===== src/sv/naa_pkg.sv =====
// Shared types and constants for the numeric aggregate accumulator.
// Used by naa_ctrl, naa_dp and the numeric_aggregate_accumulator top level.
// No dependencies.
`default_nettype none

package naa_pkg;

    localparam int HALF_W    = 64;
    localparam int VAL_W     = 2 * HALF_W;
    localparam int CNT_W     = 64;
    localparam int FN_W      = 3;
    localparam int CMD_W     = 2;
    localparam int STATUS_W  = 2;
    localparam int DIV_STEPS = VAL_W;
    localparam int STEP_W    = $clog2(DIV_STEPS);

    // Function select codes; 5 to 7 are unused and give a zero result
    localparam logic [FN_W-1:0] FN_COUNT = 3'd0;
    localparam logic [FN_W-1:0] FN_SUM   = 3'd1;
    localparam logic [FN_W-1:0] FN_AVG   = 3'd2;
    localparam logic [FN_W-1:0] FN_MIN   = 3'd3;
    localparam logic [FN_W-1:0] FN_MAX   = 3'd4;

    typedef enum logic [CMD_W-1:0] {
        CMD_CLEAR = 2'd0,
        CMD_VALUE = 2'd1,
        CMD_ROW   = 2'd2,
        CMD_FINAL = 2'd3
    } t_cmd;

    typedef enum logic [STATUS_W-1:0] {
        ST_OK      = 2'd0,
        ST_FINAL   = 2'd1,
        ST_ROW_ERR = 2'd2
    } t_status;

    typedef enum logic [1:0] {
        S_IDLE = 2'd0,
        S_DIV  = 2'd1,
        S_DONE = 2'd2
    } t_state;

    typedef enum logic [2:0] {
        DP_NONE     = 3'd0,
        DP_CLEAR    = 3'd1,
        DP_VALUE    = 3'd2,
        DP_ROW      = 3'd3,
        DP_FINAL    = 3'd4,
        DP_DIV_LOAD = 3'd5,
        DP_DIV_STEP = 3'd6,
        DP_DIV_DONE = 3'd7
    } t_dp_op;

    typedef struct packed {
        t_dp_op op;
    } t_dp_cmd;

    typedef struct packed {
        logic fn_avg;
        logic count_zero;
    } t_dp_stat;

endpackage

`default_nettype wire


===== src/sv/naa_ctrl.sv =====
// Controller for the numeric aggregate accumulator: decodes requests and
// sequences the bit-serial division for average. Depends on naa_pkg.
`default_nettype none

module naa_ctrl (
    input  wire logic              i_clk,
    input  wire logic              i_rst_n,
    input  wire logic              i_start,
    input  wire logic [1:0]        i_command,
    input  wire naa_pkg::t_dp_stat i_stat,
    output naa_pkg::t_dp_cmd       o_cmd,
    output logic                   o_busy
);
    import naa_pkg::*;

    localparam logic [STEP_W-1:0] LAST_STEP = STEP_W'(DIV_STEPS - 1);

    t_state            r_state, n_state;
    logic [STEP_W-1:0] r_step, n_step;

    always_ff @(posedge i_clk) begin
        if (!i_rst_n) begin
            r_state <= S_IDLE;
            r_step  <= '0;
        end else begin
            r_state <= n_state;
            r_step  <= n_step;
        end
    end

    always_comb begin
        n_state  = r_state;
        n_step   = r_step;
        o_cmd.op = DP_NONE;
        o_busy   = (r_state != S_IDLE);
        unique case (r_state)
            S_IDLE: begin
                if (i_start) begin
                    unique case (t_cmd'(i_command))
                        CMD_CLEAR: o_cmd.op = DP_CLEAR;
                        CMD_VALUE: o_cmd.op = DP_VALUE;
                        CMD_ROW:   o_cmd.op = DP_ROW;
                        CMD_FINAL: begin
                            // average over a nonzero count needs the divider
                            if (i_stat.fn_avg && !i_stat.count_zero) begin
                                o_cmd.op = DP_DIV_LOAD;
                                n_state  = S_DIV;
                            end else begin
                                o_cmd.op = DP_FINAL;
                            end
                        end
                    endcase
                end
            end
            S_DIV: begin
                o_cmd.op = DP_DIV_STEP;
                n_step   = r_step + 1'b1;
                if (r_step == LAST_STEP) begin
                    n_state = S_DONE;
                    n_step  = '0;
                end
            end
            S_DONE: begin
                o_cmd.op = DP_DIV_DONE;
                n_state  = S_IDLE;
            end
            default: begin
                n_state = S_IDLE;
                n_step  = '0;
            end
        endcase
    end

    a_div_entry: assert property (@(posedge i_clk) disable iff (!i_rst_n)
        (r_state == S_IDLE && i_start && t_cmd'(i_command) == CMD_FINAL
         && i_stat.fn_avg && !i_stat.count_zero) |=> (r_state == S_DIV && r_step == '0))
        else $error("average finalize did not start the divider");

    a_idle_step: assert property (@(posedge i_clk) disable iff (!i_rst_n)
        (r_state != S_DIV) |-> (r_step == '0))
        else $error("step counter running outside division");

    a_done_once: assert property (@(posedge i_clk) disable iff (!i_rst_n)
        (r_state == S_DONE) |=> (r_state == S_IDLE))
        else $error("done state held for more than one cycle");

endmodule

`default_nettype wire


===== src/sv/naa_dp.sv =====
// Datapath for the numeric aggregate accumulator: running sum, count,
// extremum, bit-serial divider and result register. Depends on naa_pkg.
`default_nettype none

module naa_dp (
    input  wire logic                                i_clk,
    input  wire logic                                i_rst_n,
    input  wire naa_pkg::t_dp_cmd                    i_cmd,
    input  wire logic                                i_cfg_we,
    input  wire logic [naa_pkg::FN_W-1:0]            i_cfg_data,
    input  wire logic signed [naa_pkg::HALF_W-1:0]   i_value_high,
    input  wire logic [naa_pkg::HALF_W-1:0]          i_value_low,
    output naa_pkg::t_dp_stat                        o_stat,
    output logic                                     o_result_valid,
    output logic [naa_pkg::STATUS_W-1:0]             o_status,
    output logic signed [naa_pkg::HALF_W-1:0]        o_result_high,
    output logic [naa_pkg::HALF_W-1:0]               o_result_low,
    output logic                                     o_result_empty
);
    import naa_pkg::*;

    // control state, cleared by reset
    logic [FN_W-1:0]  r_fn, n_fn;
    logic [VAL_W-1:0] r_sum, n_sum;
    logic [CNT_W-1:0] r_count, n_count;
    logic             r_has_ext, n_has_ext;
    logic             r_valid, n_valid;

    // payload
    logic [VAL_W-1:0] r_ext, n_ext;
    logic [VAL_W-1:0] r_res, n_res;
    t_status          r_status, n_status;
    logic             r_empty, n_empty;
    logic [CNT_W-1:0] r_rem, n_rem;
    logic [VAL_W-1:0] r_quo, n_quo;
    logic             r_neg, n_neg;

    logic [VAL_W-1:0] w_value;
    logic             w_repl;
    logic [CNT_W:0]   w_shift;
    logic [CNT_W+1:0] w_diff;

    assign w_value = {i_value_high, i_value_low};
    assign w_shift = {r_rem, r_quo[VAL_W-1]};
    assign w_diff  = {1'b0, w_shift} - {2'b00, r_count};

    always_comb begin
        if (!r_has_ext) begin
            w_repl = 1'b1;
        end else if (r_fn == FN_MIN) begin
            w_repl = $signed(w_value) < $signed(r_ext);
        end else begin
            w_repl = $signed(r_ext) < $signed(w_value);
        end
    end

    always_ff @(posedge i_clk) begin
        if (!i_rst_n) begin
            r_fn      <= FN_COUNT;
            r_sum     <= '0;
            r_count   <= '0;
            r_has_ext <= 1'b0;
            r_valid   <= 1'b0;
        end else begin
            r_fn      <= n_fn;
            r_sum     <= n_sum;
            r_count   <= n_count;
            r_has_ext <= n_has_ext;
            r_valid   <= n_valid;
        end
    end

    always_ff @(posedge i_clk) begin
        r_ext    <= n_ext;
        r_res    <= n_res;
        r_status <= n_status;
        r_empty  <= n_empty;
        r_rem    <= n_rem;
        r_quo    <= n_quo;
        r_neg    <= n_neg;
    end

    always_comb begin
        n_fn      = i_cfg_we ? i_cfg_data : r_fn;
        n_sum     = r_sum;
        n_count   = r_count;
        n_has_ext = r_has_ext;
        n_valid   = 1'b0;
        n_ext     = r_ext;
        n_res     = r_res;
        n_status  = r_status;
        n_empty   = r_empty;
        n_rem     = r_rem;
        n_quo     = r_quo;
        n_neg     = r_neg;
        unique case (i_cmd.op)
            DP_NONE: begin
            end
            DP_CLEAR: begin
                n_sum     = '0;
                n_count   = '0;
                n_has_ext = 1'b0;
                n_valid   = 1'b1;
                n_status  = ST_OK;
                n_res     = '0;
                n_empty   = 1'b0;
            end
            DP_VALUE: begin
                n_sum     = r_sum + w_value;
                n_count   = r_count + 1'b1;
                n_has_ext = 1'b1;
                if (w_repl) begin
                    n_ext = w_value;
                end
                n_valid  = 1'b1;
                n_status = ST_OK;
                n_res    = '0;
                n_empty  = 1'b0;
            end
            DP_ROW: begin
                n_valid = 1'b1;
                n_res   = '0;
                n_empty = 1'b0;
                if (r_fn == FN_COUNT) begin
                    n_count  = r_count + 1'b1;
                    n_status = ST_OK;
                end else begin
                    n_status = ST_ROW_ERR;
                end
            end
            DP_FINAL: begin
                n_valid  = 1'b1;
                n_status = ST_FINAL;
                n_res    = '0;
                n_empty  = 1'b0;
                // average only lands here with a zero count
                if (r_fn == FN_COUNT) begin
                    n_res = {{(VAL_W-CNT_W){1'b0}}, r_count};
                end else if (r_fn == FN_SUM) begin
                    n_res = r_sum;
                end else if (r_fn == FN_MIN || r_fn == FN_MAX) begin
                    if (r_has_ext) begin
                        n_res = r_ext;
                    end else begin
                        n_empty = 1'b1;
                    end
                end
            end
            DP_DIV_LOAD: begin
                n_neg = r_sum[VAL_W-1];
                n_quo = r_sum[VAL_W-1] ? (~r_sum + 1'b1) : r_sum;
                n_rem = '0;
            end
            DP_DIV_STEP: begin
                // restoring division, one quotient bit per cycle
                if (!w_diff[CNT_W+1]) begin
                    n_rem = w_diff[CNT_W-1:0];
                    n_quo = {r_quo[VAL_W-2:0], 1'b1};
                end else begin
                    n_rem = w_shift[CNT_W-1:0];
                    n_quo = {r_quo[VAL_W-2:0], 1'b0};
                end
            end
            DP_DIV_DONE: begin
                n_valid  = 1'b1;
                n_status = ST_FINAL;
                n_empty  = 1'b0;
                n_res    = r_neg ? (~r_quo + 1'b1) : r_quo;
            end
        endcase
    end

    assign o_stat.fn_avg     = (r_fn == FN_AVG);
    assign o_stat.count_zero = (r_count == '0);
    assign o_result_valid    = r_valid;
    assign o_status          = r_status;
    assign o_result_high     = r_res[VAL_W-1:HALF_W];
    assign o_result_low      = r_res[HALF_W-1:0];
    assign o_result_empty    = r_empty;

    a_nonfinal_zero: assert property (@(posedge i_clk) disable iff (!i_rst_n)
        (r_valid && r_status != ST_FINAL) |-> (r_res == '0 && !r_empty))
        else $error("non-final result carries data");

    a_empty_minmax: assert property (@(posedge i_clk) disable iff (!i_rst_n)
        (r_valid && r_empty) |-> (r_status == ST_FINAL && r_res == '0))
        else $error("empty flag on a result that is not an empty extremum");

    a_clear: assert property (@(posedge i_clk) disable iff (!i_rst_n)
        (i_cmd.op == DP_CLEAR) |=> (r_sum == '0 && r_count == '0 && !r_has_ext))
        else $error("clear left accumulator state");

endmodule

`default_nettype wire


===== src/sv/numeric_aggregate_accumulator.sv =====
// Top level of the numeric aggregate accumulator (count, sum, average,
// minimum, maximum over signed 128-bit values). Depends on naa_pkg,
// naa_ctrl and naa_dp.
//
//   channel   | handshake              | payload
//   ----------+------------------------+-------------------------------------
//   request   | start, busy            | i_command, i_value_high, i_value_low
//   result    | o_result_valid strobe  | o_status, o_result_high/low, o_result_empty
//   config    | i_cfg_we               | i_cfg_data (function select)
//
// Clear, value, row and most finalize requests are handled straight from idle;
// the result strobe follows in the next cycle and a new request may be taken then.
// Finalize of average with a nonzero count loads the divider, runs the
// one-bit-per-cycle restoring divider, then restores the sign; busy is high
// while dividing and restoring the sign. Reset is synchronous on i_rst_n and
// clears the sum, count, extremum flag and function select. Results cannot be stalled.
`default_nettype none

module numeric_aggregate_accumulator (
    input  wire logic                                i_clk,
    input  wire logic                                i_rst_n,
    input  wire logic                                start,
    output logic                                     busy,
    input  wire logic [naa_pkg::CMD_W-1:0]           i_command,
    input  wire logic signed [naa_pkg::HALF_W-1:0]   i_value_high,
    input  wire logic [naa_pkg::HALF_W-1:0]          i_value_low,
    input  wire logic                                i_cfg_we,
    input  wire logic [naa_pkg::FN_W-1:0]            i_cfg_data,
    output logic                                     o_result_valid,
    output logic [naa_pkg::STATUS_W-1:0]             o_status,
    output logic signed [naa_pkg::HALF_W-1:0]        o_result_high,
    output logic [naa_pkg::HALF_W-1:0]               o_result_low,
    output logic                                     o_result_empty
);
    import naa_pkg::*;

    t_dp_cmd  w_cmd;
    t_dp_stat w_stat;

    naa_ctrl u_ctrl (
        .i_clk     (i_clk),
        .i_rst_n   (i_rst_n),
        .i_start   (start),
        .i_command (i_command),
        .i_stat    (w_stat),
        .o_cmd     (w_cmd),
        .o_busy    (busy)
    );

    naa_dp u_dp (
        .i_clk          (i_clk),
        .i_rst_n        (i_rst_n),
        .i_cmd          (w_cmd),
        .i_cfg_we       (i_cfg_we),
        .i_cfg_data     (i_cfg_data),
        .i_value_high   (i_value_high),
        .i_value_low    (i_value_low),
        .o_stat         (w_stat),
        .o_result_valid (o_result_valid),
        .o_status       (o_status),
        .o_result_high  (o_result_high),
        .o_result_low   (o_result_low),
        .o_result_empty (o_result_empty)
    );

endmodule

`default_nettype wire

===== config.mk =====
export PLATFORM = sky130hd
export DESIGN_NAME = numeric_aggregate_accumulator
export DESIGN_NICKNAME = d
export VERILOG_FILES = /design/src/sv/naa_pkg.sv /design/src/sv/naa_ctrl.sv /design/src/sv/naa_dp.sv /design/src/sv/numeric_aggregate_accumulator.sv
export SDC_FILE = /design/constraint.sdc
export NUM_CORES = 2
export LEC_CHECK = 0
export BUFFER_PORTS_ARGS = -buffer_cell sky130_fd_sc_hd__buf_2
export CORE_MARGIN = 2
export CORE_UTILIZATION = 49
export DETAILED_ROUTE_END_ITERATION = 8
export GPL_TIMING_DRIVEN = 0
export PLACE_DENSITY = 0.64
export SETUP_SLACK_MARGIN = 0.02
export SYNTH_ARGS = -nofsm -noshare
export SYNTH_HDL_FRONTEND = slang
export SYNTH_HIERARCHICAL = 1
export SYNTH_SLANG_ARGS = --single-unit

===== constraint.sdc =====
create_clock -name i_clk -period 36.9 [get_ports i_clk]
set_input_delay 7.38 -clock i_clk [delete_from_list [all_inputs] [get_ports i_clk]]
set_output_delay 7.38 -clock i_clk [all_outputs]
set_load 0.02 [all_outputs]

==> flow_metrics.tcl <==
set metrics [dict create \
    grt_pass1_wl_mm 281 \
    path_clk_slew_ns 0.06 \
    violations "capacitance limit, slew limit" \
    r2r_slack_ns 30.12 \
    postCtsHoldBufs 0 \
    crit_top_cell "o21ai_0" \
    start_kind "primary input" \
    fillers 9041 \
    r2r_cells 18 \
    post-cts-setup-buffers 0 \
    crit_family "compound AO/OA/AOI/OAI gates" \
    root_buffer "clkbuf_16" \
    rows 114 \
    drv_slew 22 \
    crit_buf_inv 2 \
    critPathCapture "u_dp/r_sum[126]" \
    whs_ns 0.494 \
    via_per_inst 6.40 \
    reg2reg_from "u_dp/r_count[8]" \
    first_pass_iters 6 \
    synth-async-reset-ratio 0 \
    die-area_um2 99300 \
    ant_nets 0 \
    numCtsBuffers 80 \
    fin_nets 6257 \
    wl_per_cell_um 27.8 \
    cts.sinks 658 \
    setup_tns_ns 0 \
    synthFlopType "edfxtp_1" \
    core_um2 96300 \
    worst_slack_ns 24.32 \
    syn_avg_cell_area_um2 8.74 \
    drc 0 \
    grt_pass1_vias 41700 \
    worstHoldPathType "reg -> reg" \
    powerDensity_nw_per_um2 39.6 \
    syn-num-nets 5894 \
    synth_cells 5422 \
    drt_iter0_drc 6029 \
    dp_hpwl_mm 158 \
    finalClockSkew_ns 0.0367 \
    cpPeakStageDelay_ns 1.12 \
    ios 270 \
    peakVddDrop_v 0.0000336 \
    antenna_found_initial 13 \
    die-height_um 315 \
    worstHoldStart "u_ctrl/r_step[6]" \
    worst_pin_slew_ns 1.58 \
    cp_slowest_cell "o31ai_1" \
    relSlewSlack -0.0539 \
    r2r-end "u_dp/r_count[45]" \
    initial_core_util 0.492 \
    final_common_cell "nand2_1" \
    crit_type "in -> reg" \
    grt_overflow_total 0 \
    ys_seq_area_frac 0.373 \
    outcome "finished with violations" \
    crit_arrival_ns 13.07 \
    ys_warn_count 6 \
    cp_num_cells 15 \
    grt_start_max_net_pins 66 \
    fin_crit_sh 0.341 \
    dieWidth_um 315 \
    crit_start "i_value_low[30]" \
    portBuffers 269 \
    leakagePower_nw 20.4 \
    hold_viol 0 \
    setup.worst_path.end_class "flop" \
    final_cell_mix "nand2_1, o21ai_0, edfxtp_1" \
    place_congestion 1.03 \
    syn_to_final_growth_pct 12.4 \
    cts_resized 0 \
    htree_num_levels 3 \
    ys_ff_latch 658 \
    post-place-ws_ns 23.88 \
    drive_gt1_frac 0.0815 \
    synth_edf_count 452 \
    clockBufferDepth 3 \
    cts_tree "done" \
    grt_util_all_layers 0.387 \
    fmax_ghz 0.0795 \
    ys_types 84 \
    finalSetupViolations 0 \
    grt_setup_unrepaired "false" \
    required_ns 37.39 \
    period_needed_ns 12.58 \
    clk_latency_ns 0.68 \
    synth_area_um2 47400 \
    routed_wl_mm 198 \
    drv_cap 3 \
    path_cells "buf_2 -> ha_1 -> clkbuf_1 -> nand4_1 -> nor4_1 -> nand2_1 -> a2111oi_1 -> nor2_1 -> o31ai_1 -> a21oi_1 -> o21ai_0 -> a21o_1 -> a41oi_1 -> xor2_1 -> o21ai_0" \
    cp_max_fo 7 \
    vias 45600 \
]
flip-flops by register name, summed over array words and instances, names as in the netlist:
name,count
u_dp/r_rem,64
u_dp/o_result_valid,1
u_dp/r_has_ext,1
u_dp/o_result_empty,1
u_dp/r_quo,128
u_dp/r_res,128
u_dp/r_count,64
u_dp/r_ext,128
u_dp/r_sum,128
u_dp/r_neg,1
u_dp/o_status,2
u_dp/r_fn,3
u_ctrl/r_step,7
u_ctrl/r_state,2
report_power, final:
part / leakage (nW) / switching (mW) / internal, mW
registers: 5.98 / 0.0451 / 0.833
clock network: 1.29 / 0.332 / 0.480
logic: 13.2 / 0.285 / 0.138
worst min-delay path, cell delays in order, from the launching register on:
cell     delay (ns)
dfxtp_1        0.34
a31oi_1        0.05
nor2_1         0.07
final cells by class:
cell class / instances / area (um^2) / area share
multi-input cells: 4194 / 27600 / 0.518
flip-flops and latches: 658 / 17700 / 0.332
clock buffers: 110 / 2270 / 0.0426
well taps: 1276 / 1600 / 0.0299
repair buffers: 281 / 1590 / 0.0298
plain buffers: 304 / 1150 / 0.0216
inverters: 266 / 998 / 0.0187
clock inverters: 37 / 395 / 0.00742
diodes: 2 / 5.00 / 0.0000939
synth_stat cells, drive strengths merged (170+ instances only):
cell | number | area, um^2
nand2 | 568 | 2130
xnor2 | 170 | 1490
dfxtp | 206 | 4120
ha | 332 | 4150
xor2 | 318 | 2790
clkbuf | 292 | 1100
edfxtp | 452 | 13600
a22oi | 181 | 1360
nor2 | 284 | 1070
o21ai | 473 | 2370
a21oi | 363 | 1820
inv | 266 | 998
worst min-delay path by stage:
| stage | endpoint | slack, ns | cells after the start |
|---|---|---|---|
| CTS | u_ctrl/r_step[6] | 0.49 | 2 |
| global route | u_ctrl/r_state[1] | 0.52 | 2 |
| floorplan | u_ctrl/r_step[6] | 0.44 | 2 |
| global placement | u_ctrl/r_step[6] | 0.47 | 2 |
| detailed placement | u_ctrl/r_step[6] | 0.48 | 2 |
| finish | u_ctrl/r_step[6] | 0.49 | 2 |
routing by layer:
metal,GRT usage,vias to the layer above,share of wire
met3,0.0988,438,0.11
met5,0,-,0.00032
li1,-,20800,-
met1,0.555,21900,0.43
met2,0.551,2479,0.41
met4,0.158,8,0.046
metrics by stage:
stage	power [mW]	cell area (um^2)	utilization	cells
after floorplan	1.14	47400	-	5422
after global placement	1.30	50400	0.523	6967
after detailed placement	1.30	50600	0.526	6978
after CTS	2.10	53300	0.553	7125
after global routing	2.18	53300	0.554	7126
final	2.11	53300	0.554	7128
cell families (layout without fill, tap and decap cells):
kind of cell | Yosys count | count (layout) | share of synthesized area
compound gates | 1702 | 1702 | 0.226
simple gates | 1658 | 1658 | 0.174
flops | 658 | 658 | 0.373
buf+inv | 570 | 998 | 0.0454
xor+xnor | 488 | 488 | 0.0902
fa+ha+maj | 335 | 335 | 0.0889
mux | 11 | 11 | 0.00232
other cells | 0 | 2 | 0
Note: power is estimated with default switching activity, not from simulation.
